--- src/sv/dense_layer_relu_unit_defines.svh ---
// Assertion macros for the dense layer controller.
// Each macro expects clk and arst_n in scope; no other dependencies.
`ifndef DENSE_LAYER_RELU_UNIT_DEFINES_SVH
`define DENSE_LAYER_RELU_UNIT_DEFINES_SVH

// Consequent must hold in the same cycle as the antecedent.
`define DLR_ASSERT_NOW(label, ante, cons, msg) \
	label: assert property (@(posedge clk) disable iff (!arst_n) (ante) |-> (cons)) \
		else $error(msg);

// Consequent must hold in the cycle after the antecedent.
`define DLR_ASSERT_NEXT(label, ante, cons, msg) \
	label: assert property (@(posedge clk) disable iff (!arst_n) (ante) |=> (cons)) \
		else $error(msg);

`endif

--- src/sv/dlr_pkg.sv ---
// Shared types and constants for the dense layer with ReLU.
// No dependencies; imported by the datapath, controller and top level, not by dlr_ram.
package dlr_pkg;

	// Default sizes of the layer.
	localparam int NUM_IN_DEF  = 256;
	localparam int NUM_OUT_DEF = 16;

	// Fixed field and datapath widths.
	localparam int KIND_W    = 2;
	localparam int IN_IDX_W  = 8;
	localparam int OUT_IDX_W = 4;
	localparam int VAL_W     = 16;
	localparam int PROD_W    = 32;
	localparam int ACC_W     = 40;
	localparam int SUM_W     = 41;
	localparam int ACT_W     = 15;
	localparam int NEURON_W  = 4;
	localparam int CFG_W     = 5;
	localparam int EMIT_MAX  = 16;

	// Reset values of the configuration registers.
	localparam logic [CFG_W-1:0] SHIFT_RST  = 5'd8;
	localparam logic [CFG_W-1:0] ACTIVE_RST = 5'd16;

	// Register index, taken from paddr[2].
	localparam logic REG_SHIFT  = 1'b0;
	localparam logic REG_ACTIVE = 1'b1;

	// Input item kinds carried on tuser.
	typedef enum logic [KIND_W-1:0] {
		KIND_WEIGHT  = 2'd0,
		KIND_BIAS    = 2'd1,
		KIND_FEATURE = 2'd2
	} dlr_kind_t;

	// Commands from the controller to the datapath.
	typedef struct packed {
		logic                take;
		logic                mul;
		logic                acc;
		logic                bias_rd;
		logic                sum;
		logic                load_out;
		logic                row_end;
		logic                clear;
		logic [NEURON_W-1:0] neuron;
	} dlr_cmd_t;

endpackage

--- src/sv/dlr_ctrl.sv ---
// Controller of the dense layer: sequences the MAC of each feature and the
// per-neuron emission at the end of a row. Uses dlr_pkg and the assertion macros.
`include "dense_layer_relu_unit_defines.svh"

module dlr_ctrl #(
	parameter int NUM_OUT = dlr_pkg::NUM_OUT_DEF
) (
	input  logic                        clk,
	input  logic                        arst_n,
	input  logic                        in_valid,
	input  logic [dlr_pkg::KIND_W-1:0]  kind,
	input  logic                        in_last,
	input  logic [dlr_pkg::CFG_W-1:0]   active_outputs,
	input  logic                        out_free,
	output logic                        in_ready,
	output dlr_pkg::dlr_cmd_t           cmd
);
	import dlr_pkg::*;

	localparam int LIM = (NUM_OUT < EMIT_MAX) ? NUM_OUT : EMIT_MAX;

	typedef enum logic [5:0] {
		S_IDLE = 6'b000001,
		S_MUL  = 6'b000010,
		S_ACC  = 6'b000100,
		S_BRD  = 6'b001000,
		S_SUM  = 6'b010000,
		S_OUT  = 6'b100000
	} dlr_state_t;

	dlr_state_t          state_q;
	dlr_state_t          state_d;
	logic                last_q;
	logic [NEURON_W-1:0] idx_q;
	logic [CFG_W-1:0]    emit_n;
	logic [NEURON_W-1:0] last_idx;
	logic                at_last;

	// Number of neurons emitted per row, clamped to one and to the limit.
	always_comb begin
		if (active_outputs == '0) begin
			emit_n = CFG_W'(1);
		end else if (active_outputs > CFG_W'(LIM)) begin
			emit_n = CFG_W'(LIM);
		end else begin
			emit_n = active_outputs;
		end
	end

	assign last_idx = NEURON_W'(emit_n - 1'b1);
	assign at_last  = (idx_q == last_idx);
	assign in_ready = (state_q == S_IDLE);

	// Next state and command decode.
	always_comb begin
		state_d      = state_q;
		cmd          = '0;
		cmd.take     = in_valid && in_ready;
		cmd.neuron   = idx_q;
		cmd.row_end  = at_last;
		case (state_q)
			S_IDLE: begin
				if (in_valid && (kind == KIND_FEATURE)) begin
					state_d = S_MUL;
				end
			end
			S_MUL: begin
				cmd.mul = 1'b1;
				state_d = S_ACC;
			end
			S_ACC: begin
				cmd.acc = 1'b1;
				state_d = last_q ? S_BRD : S_IDLE;
			end
			S_BRD: begin
				cmd.bias_rd = 1'b1;
				state_d     = S_SUM;
			end
			S_SUM: begin
				cmd.sum = 1'b1;
				state_d = S_OUT;
			end
			S_OUT: begin
				if (out_free) begin
					cmd.load_out = 1'b1;
					if (at_last) begin
						cmd.clear = 1'b1;
						state_d   = S_IDLE;
					end else begin
						state_d = S_BRD;
					end
				end
			end
			default: begin
				state_d = S_IDLE;
			end
		endcase
	end

	// State, row-end flag and neuron index.
	always_ff @(posedge clk or negedge arst_n) begin
		if (!arst_n) begin
			state_q <= S_IDLE;
			last_q  <= 1'b0;
			idx_q   <= '0;
		end else begin
			state_q <= state_d;
			if (cmd.take) begin
				last_q <= in_last;
			end
			if (state_q == S_ACC) begin
				idx_q <= '0;
			end else if (cmd.load_out) begin
				idx_q <= idx_q + 1'b1;
			end
		end
	end

	// A result is loaded only when the output register can take it.
	`DLR_ASSERT_NOW(a_load_free, cmd.load_out, out_free, "result loaded into a busy output register")
	// An accepted feature goes straight to the multiply step.
	`DLR_ASSERT_NEXT(a_feat_mul, cmd.take && (kind == KIND_FEATURE), state_q == S_MUL, "feature did not start its multiply")
	// Accumulators clear only together with the last result of a row.
	`DLR_ASSERT_NOW(a_clear_end, cmd.clear, cmd.row_end && cmd.load_out, "accumulators cleared before the row ended")
	// A feature that does not end its row returns to idle after accumulating.
	`DLR_ASSERT_NEXT(a_acc_idle, (state_q == S_ACC) && !last_q, state_q == S_IDLE, "non-final feature did not return to idle")

endmodule

--- config.mk ---
export PLATFORM = sky130hd
export DESIGN_NAME = dlr_ctrl
export DESIGN_NICKNAME = d
export VERILOG_FILES = /design/src/sv/dlr_pkg.sv /design/src/sv/dlr_ctrl.sv
export VERILOG_INCLUDE_DIRS = /design/src /design/src/sv
export SDC_FILE = /design/constraint.sdc
export NUM_CORES = 1
export LEC_CHECK = 0
export ABC_AREA = 1
export ABC_CLOCK_PERIOD_IN_PS = 1680
export BUFFER_PORTS_ARGS = -buffer_cell sky130_fd_sc_hd__buf_4
export CORE_MARGIN = 10
export CORE_UTILIZATION = 50
export CTS_BUF_LIST = sky130_fd_sc_hd__clkbuf_8
export DETAILED_ROUTE_END_ITERATION = 16
export PLACE_DENSITY_LB_ADDON = 0.05
export REMOVE_ABC_BUFFERS = 1
export SYNTH_ARGS = -nofsm -noshare
export SYNTH_HDL_FRONTEND = slang
export SYNTH_SLANG_ARGS = --single-unit
--- constraint.sdc ---
create_clock -name clk -period 1.68 [get_ports clk]
set_input_delay 0.084 -clock clk [delete_from_list [all_inputs] [get_ports clk]]
set_output_delay 0.084 -clock clk [all_outputs]
set_load 0.05 [all_outputs]
# Word level (Yosys, flattened, before mapping)
# Cells that the tools add are included.
dict set report word_totals {
  ff_bits 11
  elab_cells 39
  out_inout_bits 13
}
dict set report op_classes {
  muxes 18
  reduce_logical 5
  n_lt_le_gt_ge 1
  n_addsub 2
  n_eq_ne 10
}
# op n
set ops {}
lappend ops {{$pmux 6 s6} 1}
lappend ops {{$mux 4} 6}
lappend ops {{$mux 6} 2}
lappend ops {{$mux 1} 9}
lappend ops {{$eq 6x1->1 const B} 1}
lappend ops {{$eq 6x2->1 const B} 1}
lappend ops {{$eq 6x3->1 const B} 1}
lappend ops {{$eq 6x4->1 const B} 1}
lappend ops {{$eq 6x5->1 const B} 1}
lappend ops {{$eq 6x6->1 const B} 1}
lappend ops {{$gt 5x5->1 const B} 1}
lappend ops {{$logic_not 5->1} 1}
lappend ops {{$add 4x1->4 const B} 1}
lappend ops {{$eq 4x4->1} 1}
lappend ops {{$sub 4x1->4 const B} 1}
lappend ops {{$eq 2x2->1 const B} 1}
lappend ops {{$logic_and 1x1->1} 2}
lappend ops {{$ne 2x1->1 const B} 1}
lappend ops {{$ne 2x2->1 const B} 1}
lappend ops {{$reduce_and 2->1} 1}
lappend ops {{$reduce_bool 2->1} 1}

# Longest topological paths before layout
# Gate-level depths: netlist of run 1.
dict set report depth {
  word_depth 8
  depth_mapped 15
  depth_no_buf 15
}

# Least setup slack after synthesis of run 1
# Ideal clock, no wire load.
dict set report synth_timing {
  kind {register -> output}
  start {register idx_q[2]}
  end {output port cmd[4] (netlist bit)}
  arrival_ps 1860
  stages_incl_launch_ff 9
  setup_slack_ps -264
  required_time_ps 1596
  path_cell_list {dfrtp_1 -> inv_2 -> nand2_1 -> nand3_1 -> nand2_1 -> nand2_1 -> nor2_1 -> nand3_1 -> nor2_1}
}
# element line
set synth_rtl {}
lappend synth_rtl {{start, declared} dlr_ctrl.sv:34} ;# logic [NEURON_W-1:0] idx_q;
lappend synth_rtl {{start signal, assigned} dlr_ctrl.sv:114} ;# idx_q <= idx_q + 1'b1;
lappend synth_rtl {{end, declared} dlr_ctrl.sv:16} ;# output dlr_pkg::dlr_cmd_t cmd

==> run summary, run 1 <==
The worst hold path terminates at state_q[5]. The proportion of power drawn by flip-flops and latches came out at 30.6%. Between clock sinks in the finished design, the worst skew comes to 0.485 ps.

In this run the critical register-to-register path is launched from state_q[0]. The number of placed cells counting well taps came out at 156. The buffer cell driving the clock tree root is sky130_fd_sc_hd__clkbuf_8. The starting density of the core came out at 52.7%. The synthesis warning total is 0. The peak supply drop came out at 1.01 mV. The deepest level of the CTS H-tree is 1. The final-layout setup total negative slack came out at 0 ps. For this design the static power due to leakage is 0.628 nW. After filler insertion, the fill cell instance count of the layout stands at 115. Port buffering added 24 buffers.

The met3 demand-to-capacity share in global routing is 4.45%. The growth of design area from synthesis to finish came out at 39.4%. The count of unresolved DRC violations after routing came out at 0. The number of DRC violations after detailed-routing iteration 0 is 17. The met2 global-route usage is 19.9%.

After the flow finishes, the layout carries non-filler instances totaling 163. STA classifies the critical path endpoint as an output port. The area used by multi-input combinational logic came out at 464 sq um. Data arrives at the worst endpoint at 1540 ps.

In the routed layout, each cell is associated on average with a via count of 4.97. The endpoint identified for the worst register-to-register timing path is last_q. The total of max-cap violations came out at 0. The number of cell instances on the worst register-to-register path came out at 5. The setup slack of the most critical reg-to-reg path is 260 ps. The repair_antennas step left the layout with diodes totalling 0.

TritonCTS built the clock tree. The top cell type by area accounts for 31.5% of the synthesized area. The number of antenna violations at the first check in global routing is 0. The total of flip-flops plus latches after synthesis came out at 11. The headroom to the max-slew limit came out at 84.6%. The launching element type of the critical path is an input port. The mean area per synthesized cell is 6.78 sq um. At the end of routability-driven placement, the weighted congestion stood at 0.806.

In this run the worst path has a maximum fanout of 3. The number of slew-limit violations in the final report came out at 0. The netlist area before placement is 793 sq um. The clock transition at the register clock pins on the worst setup and hold paths after CTS is 50 ps.

The ratio of cells with drive above 1 in the final layout is 37.4%. The wire-length estimate of the detail-placed layout is 1.62 mm. The die extent in x came out at 59.8 um.

Summing all placed instances gives a cell area of 986 sq um. The maximum number of pins on one net before global-route repair came out at 12. Counting along the longest clock path gives a buffer depth of 2. The global-route usage over all layers is 12.1%. The number of global-route vias before repair is 774. The power density over the cells is 1140 mW/mm^2. The first global-routing pass estimated 3.31 mm of wire. The met1 global-route usage is 13.5%. Setup repair after global routing could not meet its margin everywhere.

The overflow left after global routing came out at 0. The internal power of the cells totals 0.000681 W. The final core area utilization is 73.4%. The synthesized design spends more area on one cell type than any other, namely sky130_fd_sc_hd__dfrtp_1. The switching component of the power is 0.000574 W. The run finished with clean final reports. The setup path with the least slack is of type input port to output port. In this run the remaining antenna-violating nets after routing total 0.

The sequential cell area in the final layout is 278 sq um. The row count came out at 14. The via count is 810. Of the total power, combinational logic draws 47.7%. The library cell used most frequently in the layout, excluding fill and tap cells, is sky130_fd_sc_hd__nand2_1. The net count of the finished layout is 162. The clock power share is 21.6%. The layer flagged by global routing as most heavily used is met2. The number of iterations in the first detailed-routing pass is 4. The clock insertion delay at the later pin of the skew report is 240 ps. The worst hold path begins at out_free. The maximum clock frequency is 615 MHz. The final routed wire length divided by cell count is 13.7 um. At the worst endpoint, the required time is 1600 ps.

The total detailed-routing wirelength is 2.23 mm. The die area came out at 0.00358 sq mm. The number of hold violations in the final report is 0. The worst min-delay path class is input port to flip-flop. The number of distinct library cells after synthesis came out at 18.

The summed area of non-filler cells in the final layout came out at 0.00111 sq mm. The final period utilization is 96.7%. In the layout the commonest cells are sky130_fd_sc_hd__nand2_1 (26), sky130_fd_sc_hd__buf_4 (25), sky130_fd_sc_hd__inv_1 (20).

The switching power as a share of total power is 45.7%. Subtracting the final worst setup slack from the clock period gives 1630 ps. The register area share after synthesis came out at 34.9%.

Yosys attributes the largest share of cell area to sky130_fd_sc_hd__dfrtp_1 (32%), sky130_fd_sc_hd__nand2_1 (14%), sky130_fd_sc_hd__inv_1 (9.5%), sky130_fd_sc_hd__nor2_1 (8.5%), sky130_fd_sc_hd__nand3_1 (5.7%). The number of buffers created by CTS is 3. The placeable core region is 0.00151 sq mm. The transition time at the pin with the least slew margin is 231 ps. The count of boundary I/O pins came out at 25. The total chip power came out at 0.00126 W. The clock sink count is 11. The cell count after synthesis came out at 117. Measured along the y axis, the die boundary spans 59.8 um.

The worst hold path passes through 2 cells. Setup violations remaining at the end of the flow were counted as 0.
worst max-delay path, stage by stage:
cell and delay (ps):
sky130_fd_sc_hd__buf_4 130, sky130_fd_sc_hd__nor2_4 110, sky130_fd_sc_hd__nand2_1 70, sky130_fd_sc_hd__nand2_2 80, sky130_fd_sc_hd__nand2_2 70, sky130_fd_sc_hd__ha_4 170, sky130_fd_sc_hd__inv_2 40, sky130_fd_sc_hd__nand2_1 50
sky130_fd_sc_hd__nand2_1 70, sky130_fd_sc_hd__nand2_1 40, sky130_fd_sc_hd__nand2_1 50, sky130_fd_sc_hd__nand2_1 60, sky130_fd_sc_hd__nor2_2 120, sky130_fd_sc_hd__nand3_2 110, sky130_fd_sc_hd__nor2_2 110, sky130_fd_sc_hd__buf_6 170
state kept, by name, summed over array words and instances, names as in the netlist:
name and count:
state_q 6, idx_q 4, last_q 1
synth_stat cells:
master                     n
sky130_fd_sc_hd__nor2_4    3
sky130_fd_sc_hd__a21oi_1   7
sky130_fd_sc_hd__xor2_1    1
sky130_fd_sc_hd__o21ai_1   3
sky130_fd_sc_hd__nand3_1   9
sky130_fd_sc_hd__nand3_4   1
sky130_fd_sc_hd__inv_1    20
sky130_fd_sc_hd__inv_2     4
sky130_fd_sc_hd__dfrtp_1  10
sky130_fd_sc_hd__buf_4     1
sky130_fd_sc_hd__mux2_1    1
sky130_fd_sc_hd__o22ai_1   1
sky130_fd_sc_hd__nand2_1  29
sky130_fd_sc_hd__nor2_1   18
sky130_fd_sc_hd__nand3_2   2
sky130_fd_sc_hd__nor2_2    4
sky130_fd_sc_hd__dfstp_2   1
sky130_fd_sc_hd__ha_1      2
power by group through the flow:
stage	clock (W)	combinational (W)	sequential (W)
3_3_place_gp	0	0.000571	0.000383
3_5_place_dp	0	0.000581	0.000387
4_1_cts	0.000273	0.000588	0.000383
5_1_grt	0.000285	0.000652	0.000393
2_1_floorplan	0	0.000391	0.000415
6_report	0.000272	0.000599	0.000385
logic make-up (layout without fill, tap and decap cells):
group | Yosys count | count (layout) | share of synthesized area (%)
mux | 1 | 1 | 1.42
compound gates | 11 | 11 | 7.10
xor+xnor | 1 | 1 | 1.10
fa+ha+maj | 2 | 2 | 3.15
simple gates | 66 | 66 | 40.1
flops | 11 | 11 | 34.9
buf+inv | 25 | 55 | 12.3
worst max path at each step:
stage	from	to	slack, ps	cells past startpoint
final	active_outputs[2]	cmd[4]	50	16
after detailed placement	active_outputs[1]	cmd[4]	-40	12
after floorplan	idx_q[2]	cmd[4]	-260	8
after CTS	idx_q[2]	cmd[4]	9	10
after global placement	active_outputs[1]	cmd[4]	30	12
after global routing	active_outputs[2]	cmd[4]	-100	16
per-layer routing:
| metal | share of wire, % | vias up |
|---|---|---|
| li1 | - | 418 |
| met1 | 40 | 368 |
| met2 | 52 | 20 |
| met3 | 5.6 | 4 |
| met4 | 1.8 | 0 |
| met5 | 0 | - |
area by class of cell:
class                           count  area share (%)
Sequential cell                    11            25.1
Clock buffer                        3            3.73
Inverter                           24            8.14
Multi-Input combinational cell     81            42.0
Tap cell                           16            1.81
Timing Repair Buffer               27            18.9
Clock inverter                      1           0.339
per-stage QoR:
stage,hold WS [ps],setup slack [ps]
2_1_floorplan,-212,-264
3_3_place_gp,-70.9,29.2
3_5_place_dp,-69.2,-39.0
4_1_cts,44.5,8.53
5_1_grt,50.7,-101
6_report,46.3,55.0
what timing repair did:
action                                  in CTS  in global routing
buffers inserted                             0                  2
resized for setup                            5                 10
hold buffers                                 1                  0
endpoints found under the setup margin       1                  2
pin swaps                                    1                 10
endpoints found under the hold margin       11                  0
(Power assumes the default switching activity.)
==> run 2, diff against run 1 <==
CAP_MARGIN = 5   (was unset)
PLACE_DENSITY = 0.78   (was unset)
PLACE_DENSITY_LB_ADDON = unset   (was 0.05)
==> run 2 against run 1 <==
Against the previous run: non-clock buffer count increased by 1; cell count increased by 0.61%; power grew 0.88%; combinational power rose by 2%; routed wire length increased by 1.5%; critical path depth shrank 4; clock power down 2%; global-route usage increased by 0.058 points; largest cell class unchanged.
==> run summary, run 2 (synthesis results as in run 1) <==
The number of slew-limit violations in the final report was 0 (unchanged). The flip-flop count of the largest register, all copies and words added was 6 (unchanged). The maximum root-to-sink buffer count was 2 (unchanged).

The capturing element type of the critical path is an output port. The ratio of cells with drive above 1 in the final layout is 37.8% (+0.42 points). The clock transition at the register clock pins on the worst setup and hold paths after CTS was 50 ps (about the same). The static leakage is 0.636 nW (+1.2%). The maximum number of pins on one net before global-route repair came out at 12 (unchanged). The count of final setup violators is 0 (unchanged). The number of buffers created by CTS is 3 (unchanged). The largest registers in the layout are state_q x6, idx_q x4, last_q x1. The die area is 0.00358 sq mm (unchanged). The row count came out at 14 (unchanged). The count of buffers from port buffering is 24 (unchanged).

The worst min-delay path class is input port to flip-flop. The number of iterations in the first detailed-routing pass is 4 (unchanged). The growth of design area from synthesis to finish came out at 41.2%. The post-route minimum period is 1670 ps (+43.1 ps). The die extent in x came out at 59.8 um (unchanged). The highest net fanout along the worst path is 2 (-1).

The number of hold violations in the final report is 0 (unchanged). The worst clock skew is 2.71 ps (+2.23 ps). The total number of nets in the final design came to 163 (+0.62%). In the layout the commonest cells are sky130_fd_sc_hd__buf_4 (26), sky130_fd_sc_hd__nand2_1 (25), sky130_fd_sc_hd__inv_1 (20). The post-placement cell area is 993 sq um (+0.76%). The clock sink count came out at 11 (unchanged). The peak supply drop is 0.971 mV (-3.5%). The critical path's largest stage delay came to 260 ps (+90 ps).

state_q holds more flip-flops than any other register. The antenna diode instance count came out at 0 (unchanged). The count of unresolved DRC violations after routing came out at 0 (unchanged). The root buffer cell chosen for the clock tree is sky130_fd_sc_hd__clkbuf_8. The antenna violation net count after detailed routing came out at 0 (unchanged).

The final routed wire length divided by cell count came out at 13.8 um (+0.90%). Leaving out fill and tap cells, the most frequent cell in the layout is sky130_fd_sc_hd__buf_4. The number of antenna violations at the first check in global routing came out at 0 (unchanged).

The critical path starts at active_outputs[3]. The placeable core region came out at 0.00151 sq mm (unchanged). The data arrival at the endpoint of the critical path is 1580 ps (+40 ps). The total of max-cap violations is 0 (unchanged). The weighted congestion reported at the end of routability-driven placement was 0.789 (-2.0%). The number of global-route vias before repair is 775 (+0.13%).

The half-perimeter wire length after detailed placement came out at 1.68 mm (+3.9%). Setup repair after global routing could not meet its margin everywhere. The number of fillers in the final layout came out at 121 (+5.2%). The non-filler instance count after layout is 164 (+0.61%).

The via count came to 825 (+1.9%). The total chip power was 0.00127 W (+0.88%). The global-route wire length before repair is 3.37 mm (+1.9%).

The overflow left after global routing is 0 (unchanged). The deepest level of the CTS H-tree is 1 (unchanged). The run finished with clean final reports.

The average via count per standard cell is 5.03 (+1.2%). The global-route usage over all layers came to 12.2% (+0.058 points). The number of DRC violations after detailed-routing iteration 0 came out at 33 (+16).

TritonCTS built the clock tree. The summed area of non-filler cells in the final layout is 0.00112 sq mm (+1.2%). The total detailed-routing wirelength is 2.27 mm (+1.5%).

The setup path with the least slack is of type input port to output port. The maximum clock frequency is 599 MHz (-2.6%). The number of placed cells counting well taps was 157 (+0.64%). The clock insertion delay at the later pin of the skew report is 240 ps (about the same). The final core area utilization was 74.3% (+0.91 points). The starting density of the core is 52.7% (unchanged). The power density over the cells is 1130 mW/mm^2 (-0.36%). The signal on the critical path passes through buf_4 > nor2_4 > nand2_1 > nand2_1 > nand2_2 > ha_4 > xor2_1 > nand2_2 > nor2_4 > nand3_2 > nor2_2 > buf_6. STA classifies the critical path startpoint as an input port. The headroom to the max-slew limit is 83.3% (-1.3 points). The die extent in y came to 59.8 um (unchanged).

Among all stages on the critical path, the largest delay is contributed by sky130_fd_sc_hd__ha_4. The required time of the critical path was 1600 ps (about the same). The count of boundary I/O pins came out at 25 (unchanged). The hold path startpoint is out_free. The startpoint identified for the worst register-to-register timing path is state_q[0]. The transition time at the pin with the least slew margin came out at 251 ps (+20.4 ps).

The final period utilization is 99.3% (+2.6 points).
-- run 2: worst max-delay path, delay by kind of cell --
kind          cells  cell delay [ps]
fa+ha+maj         1              260
buf+inv           2              290
xor+xnor          1              170
simple gates      8              760
-- run 2: path summary, 6_finish.rpt --
kind | cells past startpoint | slack, ps | to
hold / removal | 2 | 50 | state_q[5]
min in group asynchronous | 2 | 220 | idx_q[2]
max in group asynchronous | 2 | 1240 | state_q[0]
setup reg to reg | 5 | 200 | last_q
setup / recovery | 12 | 10 | cmd[4]
hold reg to reg | 1 | 530 | idx_q[3]
-- run 2: per-stage QoR --
stage | hold slack (ps) | setup TNS [ps] | setup slack [ps]
CTS | 53.1 | 0 | 6.11
floorplan | -212 | -513 | -264
detailed placement | -69.1 | -64.7 | -64.7
global placement | -72.1 | -11.4 | -11.4
global route | 52.0 | -179 | -125
finish | 53.3 | 0 | 11.8
-- run 2: where the power goes --
group	internal [W]	switching (W)	total [W]
clock	0.000161	0.000105	0.000266
sequential	0.000326	0.0000651	0.000391
combinational	0.000194	0.000416	0.000610
total	0.000681	0.000586	0.00127
-- run 2: layout make-up --
class	instances	area [sq um]	share of cell area, %
multi-input combinational	81	472	42.1
sequential	11	277	24.7
timing repair buffer	28	216	19.3
inverter	24	90.1	8.04
clock buffer	3	41.3	3.69
tap	16	20.0	1.79
clock inverter	1	3.75	0.335
-- run 2: layer usage --
layer / GRT usage (%) / vias to the layer above / wire length [um] / part of all wire [%]
met5: 0 / - / 0 / 0
met4: 2.88 / 0 / 47 / 2.1
met3: 5.08 / 6 / 191 / 8.4
met2: 21.3 / 30 / 1160 / 51
met1: 13.2 / 367 / 863 / 38
li1: - / 422 / - / -
-- run 2: timing repair --
action	CTS	global route
setup endpoints to repair	1	2
resized for setup	6	10
endpoints found under the hold margin	11	0
hold buffers	1	0
setup buffers	0	2
pin swaps	2	7
==> run 3, diff against run 2 <==
==> constraint.sdc (replaced) <==
create_clock -name clk -period 1.68 [get_ports clk]
set_input_delay 0.168 -clock clk [delete_from_list [all_inputs] [get_ports clk]]
set_output_delay 0.168 -clock clk [all_outputs]
set_load 0.05 [all_outputs]
==> run 3 against run 2 <==
Against the previous run: the run now ends with setup timing left; setup slack got worse by 120 ps; register-to-register slack improved by 30 ps; die area stayed put; clock-buffer cell count did not move; non-clock buffer count grew 13; power up 8.9%; critical path type is now flip-flop to output port; critical endpoint unchanged; largest cell class unchanged; highest routed layer unchanged.
==> run summary, run 3 (synthesis results as in run 1) <==
The static leakage is 0.710 nW (+12%). The growth of design area from synthesis to finish is 59.9%. The top cell family by delay on the critical path is simple AND/OR/NAND/NOR gates.

state_q holds more flip-flops than any other register. The highest net fanout along the worst path was 4 (+2). The average via count per standard cell was 5.38 (+6.9%). The die extent in x came to 59.8 um (unchanged). The starting density of the core is 52.7% (unchanged).

The headroom to the max-slew limit came out at 80.7% (-2.6 points). The number of iterations in the first detailed-routing pass is 4 (unchanged). The number of hold violations in the final report came to 0 (unchanged). The maximum number of pins on one net before global-route repair came out at 12 (unchanged). The summed area of non-filler cells in the final layout is 0.00127 sq mm (+13%). The worst hold margin came out at 137 ps (+84.1 ps). The count of unresolved DRC violations after routing came out at 0 (unchanged). The total of max-cap violations came out at 0 (unchanged).

The post-placement cell area is 0.00102 sq mm (+3.0%). The library cells used most frequently in the layout, excluding fill and tap cells, are sky130_fd_sc_hd__buf_4 (32), sky130_fd_sc_hd__nand2_1 (22), sky130_fd_sc_hd__inv_1 (19). The maximum root-to-sink buffer count was 2 (unchanged). The flip-flop count of the largest register, all copies and words added came to 6 (unchanged). The worst clock skew came out at 6.52 ps (+3.80 ps). The buffer cell driving the clock tree root is sky130_fd_sc_hd__clkbuf_8. The via count came to 952 (+15%).

The number of buffers created by CTS came to 3 (unchanged). The cell depth of the worst setup path is 10 (-2). The run finished, with violations left.

In this design, the critical path's most frequently occurring cell is sky130_fd_sc_hd__nand2_2. The clock sink count was 11 (unchanged). Traced cell by cell, the critical path runs through inv_2 > nand2_2 > nand2_1 > nand2_1 > nand2_2 > nand2_2 > nor2_4 > nand3_2 > nor2_2 > buf_6. The overflow left after global routing came out at 0 (unchanged). The largest registers in the layout are state_q x6, idx_q x4, last_q x1. The maximum clock frequency is 559 MHz (-6.8%).

Leaving out fill and tap cells, the most frequent cell in the layout is sky130_fd_sc_hd__buf_4. The worst setup path is captured at an output port. The antenna violation net count after detailed routing was 0 (unchanged). The half-perimeter wire length after detailed placement was 1.71 mm (+1.4%).

The required time of the critical path came out at 1510 ps (-90 ps). The antenna diode instance count is 0 (unchanged). The post-route minimum period came to 1790 ps (+121 ps). The critical path's largest stage delay is 440 ps (+180 ps). The number of global-route vias before repair is 942 (+22%). The final-layout setup total negative slack is -143 ps (-143 ps). The number of cell instances on the worst register-to-register path is 10 (+5). The die extent in y came out at 59.8 um (unchanged).

The number of DRC violations after detailed-routing iteration 0 is 25 (-24%). The data arrival at the endpoint of the critical path came to 1620 ps (+40 ps). The total chip power came out at 0.00138 W (+8.9%). The buffer and inverter count on the worst path came out at 2 (unchanged). The count of boundary I/O pins came out at 25 (unchanged).

The weighted congestion reported at the end of routability-driven placement was 0.824 (+4.4%). The min-delay analysis places its worst path in the category input port to flip-flop. The peak supply drop is 0.944 mV (-2.7%). The clock transition at the register clock pins on the worst setup and hold paths after CTS came to 60 ps (about the same). The power density over the cells came out at 1090 mW/mm^2 (-3.9%). The final period utilization came out at 107% (+7.2 points).

The number of slew-limit violations in the final report is 0 (unchanged). The setup slack of the most critical reg-to-reg path came out at 230 ps (+30 ps). The final reports fail on setup timing.

The row count came out at 14 (unchanged). The total detailed-routing wirelength is 2.87 mm (+26%). The global-route wire length before repair is 4.28 mm (+27%). The most critical setup path has its startpoint at idx_q[2]. The slowest cell on the critical path is sky130_fd_sc_hd__dfrtp_2. The number of antenna violations at the first check in global routing is 0 (unchanged). The total number of nets in the final design came out at 176 (+8.0%). The minimum setup slack in the final design is -109 ps (-121 ps).

The TritonCTS clock tree is yes. The count of final setup violators came out at 2 (+2). The ratio of cells with drive above 1 in the final layout came out at 47.2% (+9.4 points). The clock insertion delay at the later pin of the skew report is 250 ps (about the same). The beginning of the worst register-to-register path is idx_q[2].

The global-route usage over all layers came to 15.8% (+3.6 points). The final routed wire length divided by cell count came out at 16.2 um (+17%). The transition time at the pin with the least slew margin is 290 ps (+38.6 ps). The count of buffers from port buffering is 24 (unchanged). The deepest level of the CTS H-tree came out at 1 (unchanged).

Setup repair after global routing could not meet its margin everywhere. The class of the most critical setup path is flip-flop to output port. The placeable core region is 0.00151 sq mm (unchanged).

The destination of the critical timing path is cmd[4]. The end of the worst register-to-register path is state_q[0]. STA classifies the critical path startpoint as a flip-flop. The die area came out at 0.00358 sq mm (unchanged).
run 3: cell types whose count changed in the layout (fill, tap and decap cells not counted), moves of 3 or more:
cell / before / now
sky130_fd_sc_hd__nand2_2: 4 / 7
sky130_fd_sc_hd__buf_6: 1 / 7
sky130_fd_sc_hd__buf_4: 26 / 32
sky130_fd_sc_hd__nand2_1: 25 / 22
run 3: worst min-delay path by stage:
| stage | to | slack, ps | startpoint | cells past startpoint |
|---|---|---|---|---|
| floorplan | idx_q[0] | -130 | arst_n | 0 |
| finish | last_q | 140 | in_last | 2 |
| CTS | state_q[5] | 130 | out_free | 2 |
| global placement | state_q[2] | 10 | arst_n | 1 |
| global route | last_q | 150 | in_last | 2 |
| detailed placement | state_q[2] | 10 | arst_n | 1 |
run 3: area by class of cell:
class	count	area, sq um
Clock buffer	3	41.3
Multi-Input combinational cell	81	492
Inverter	24	90.1
Clock inverter	1	3.75
Fill cell	93	238
Tap cell	16	20.0
Sequential cell	11	278
Timing Repair Buffer	41	344
run 3: routing by layer:
layer / wire length (um) / track usage [%] / vias up
met1: 1030 / 15.5 / 441
met2: 1470 / 26.9 / 52
met4: 159 / 11.2 / 0
met5: 0 / 0 / -
met3: 206 / 5.30 / 17
li1: - / - / 442
run 3: power breakdown:
group	leakage (nW)	switching, W	internal [W]	total, W
sequential	0.144	0.0000670	0.000326	0.000393
clock	0.0269	0.000117	0.000162	0.000279
combinational	0.539	0.000465	0.000243	0.000708
run 3: repair_timing:
| item | in CTS | in global routing |
|---|---|---|
| hold buffers | 1 | 0 |
| setup buffers | 9 | 2 |
| pin swaps | 11 | 12 |
| gates resized for setup | 15 | 17 |
| hold endpoints to repair | 11 | 0 |
| endpoints found under the setup margin | 2 | 4 |
run 3: metrics by stage:
| stage | setup slack, ps | util, % | std cells |
|---|---|---|---|
| floorplan | -348 | - | 116 |
| global placement | -166 | 67.9 | 161 |
| detailed placement | -199 | 67.9 | 161 |
| CTS | -92.3 | 79.4 | 175 |
| global route | -213 | 84.2 | 177 |
| finish | -109 | 84.2 | 177 |
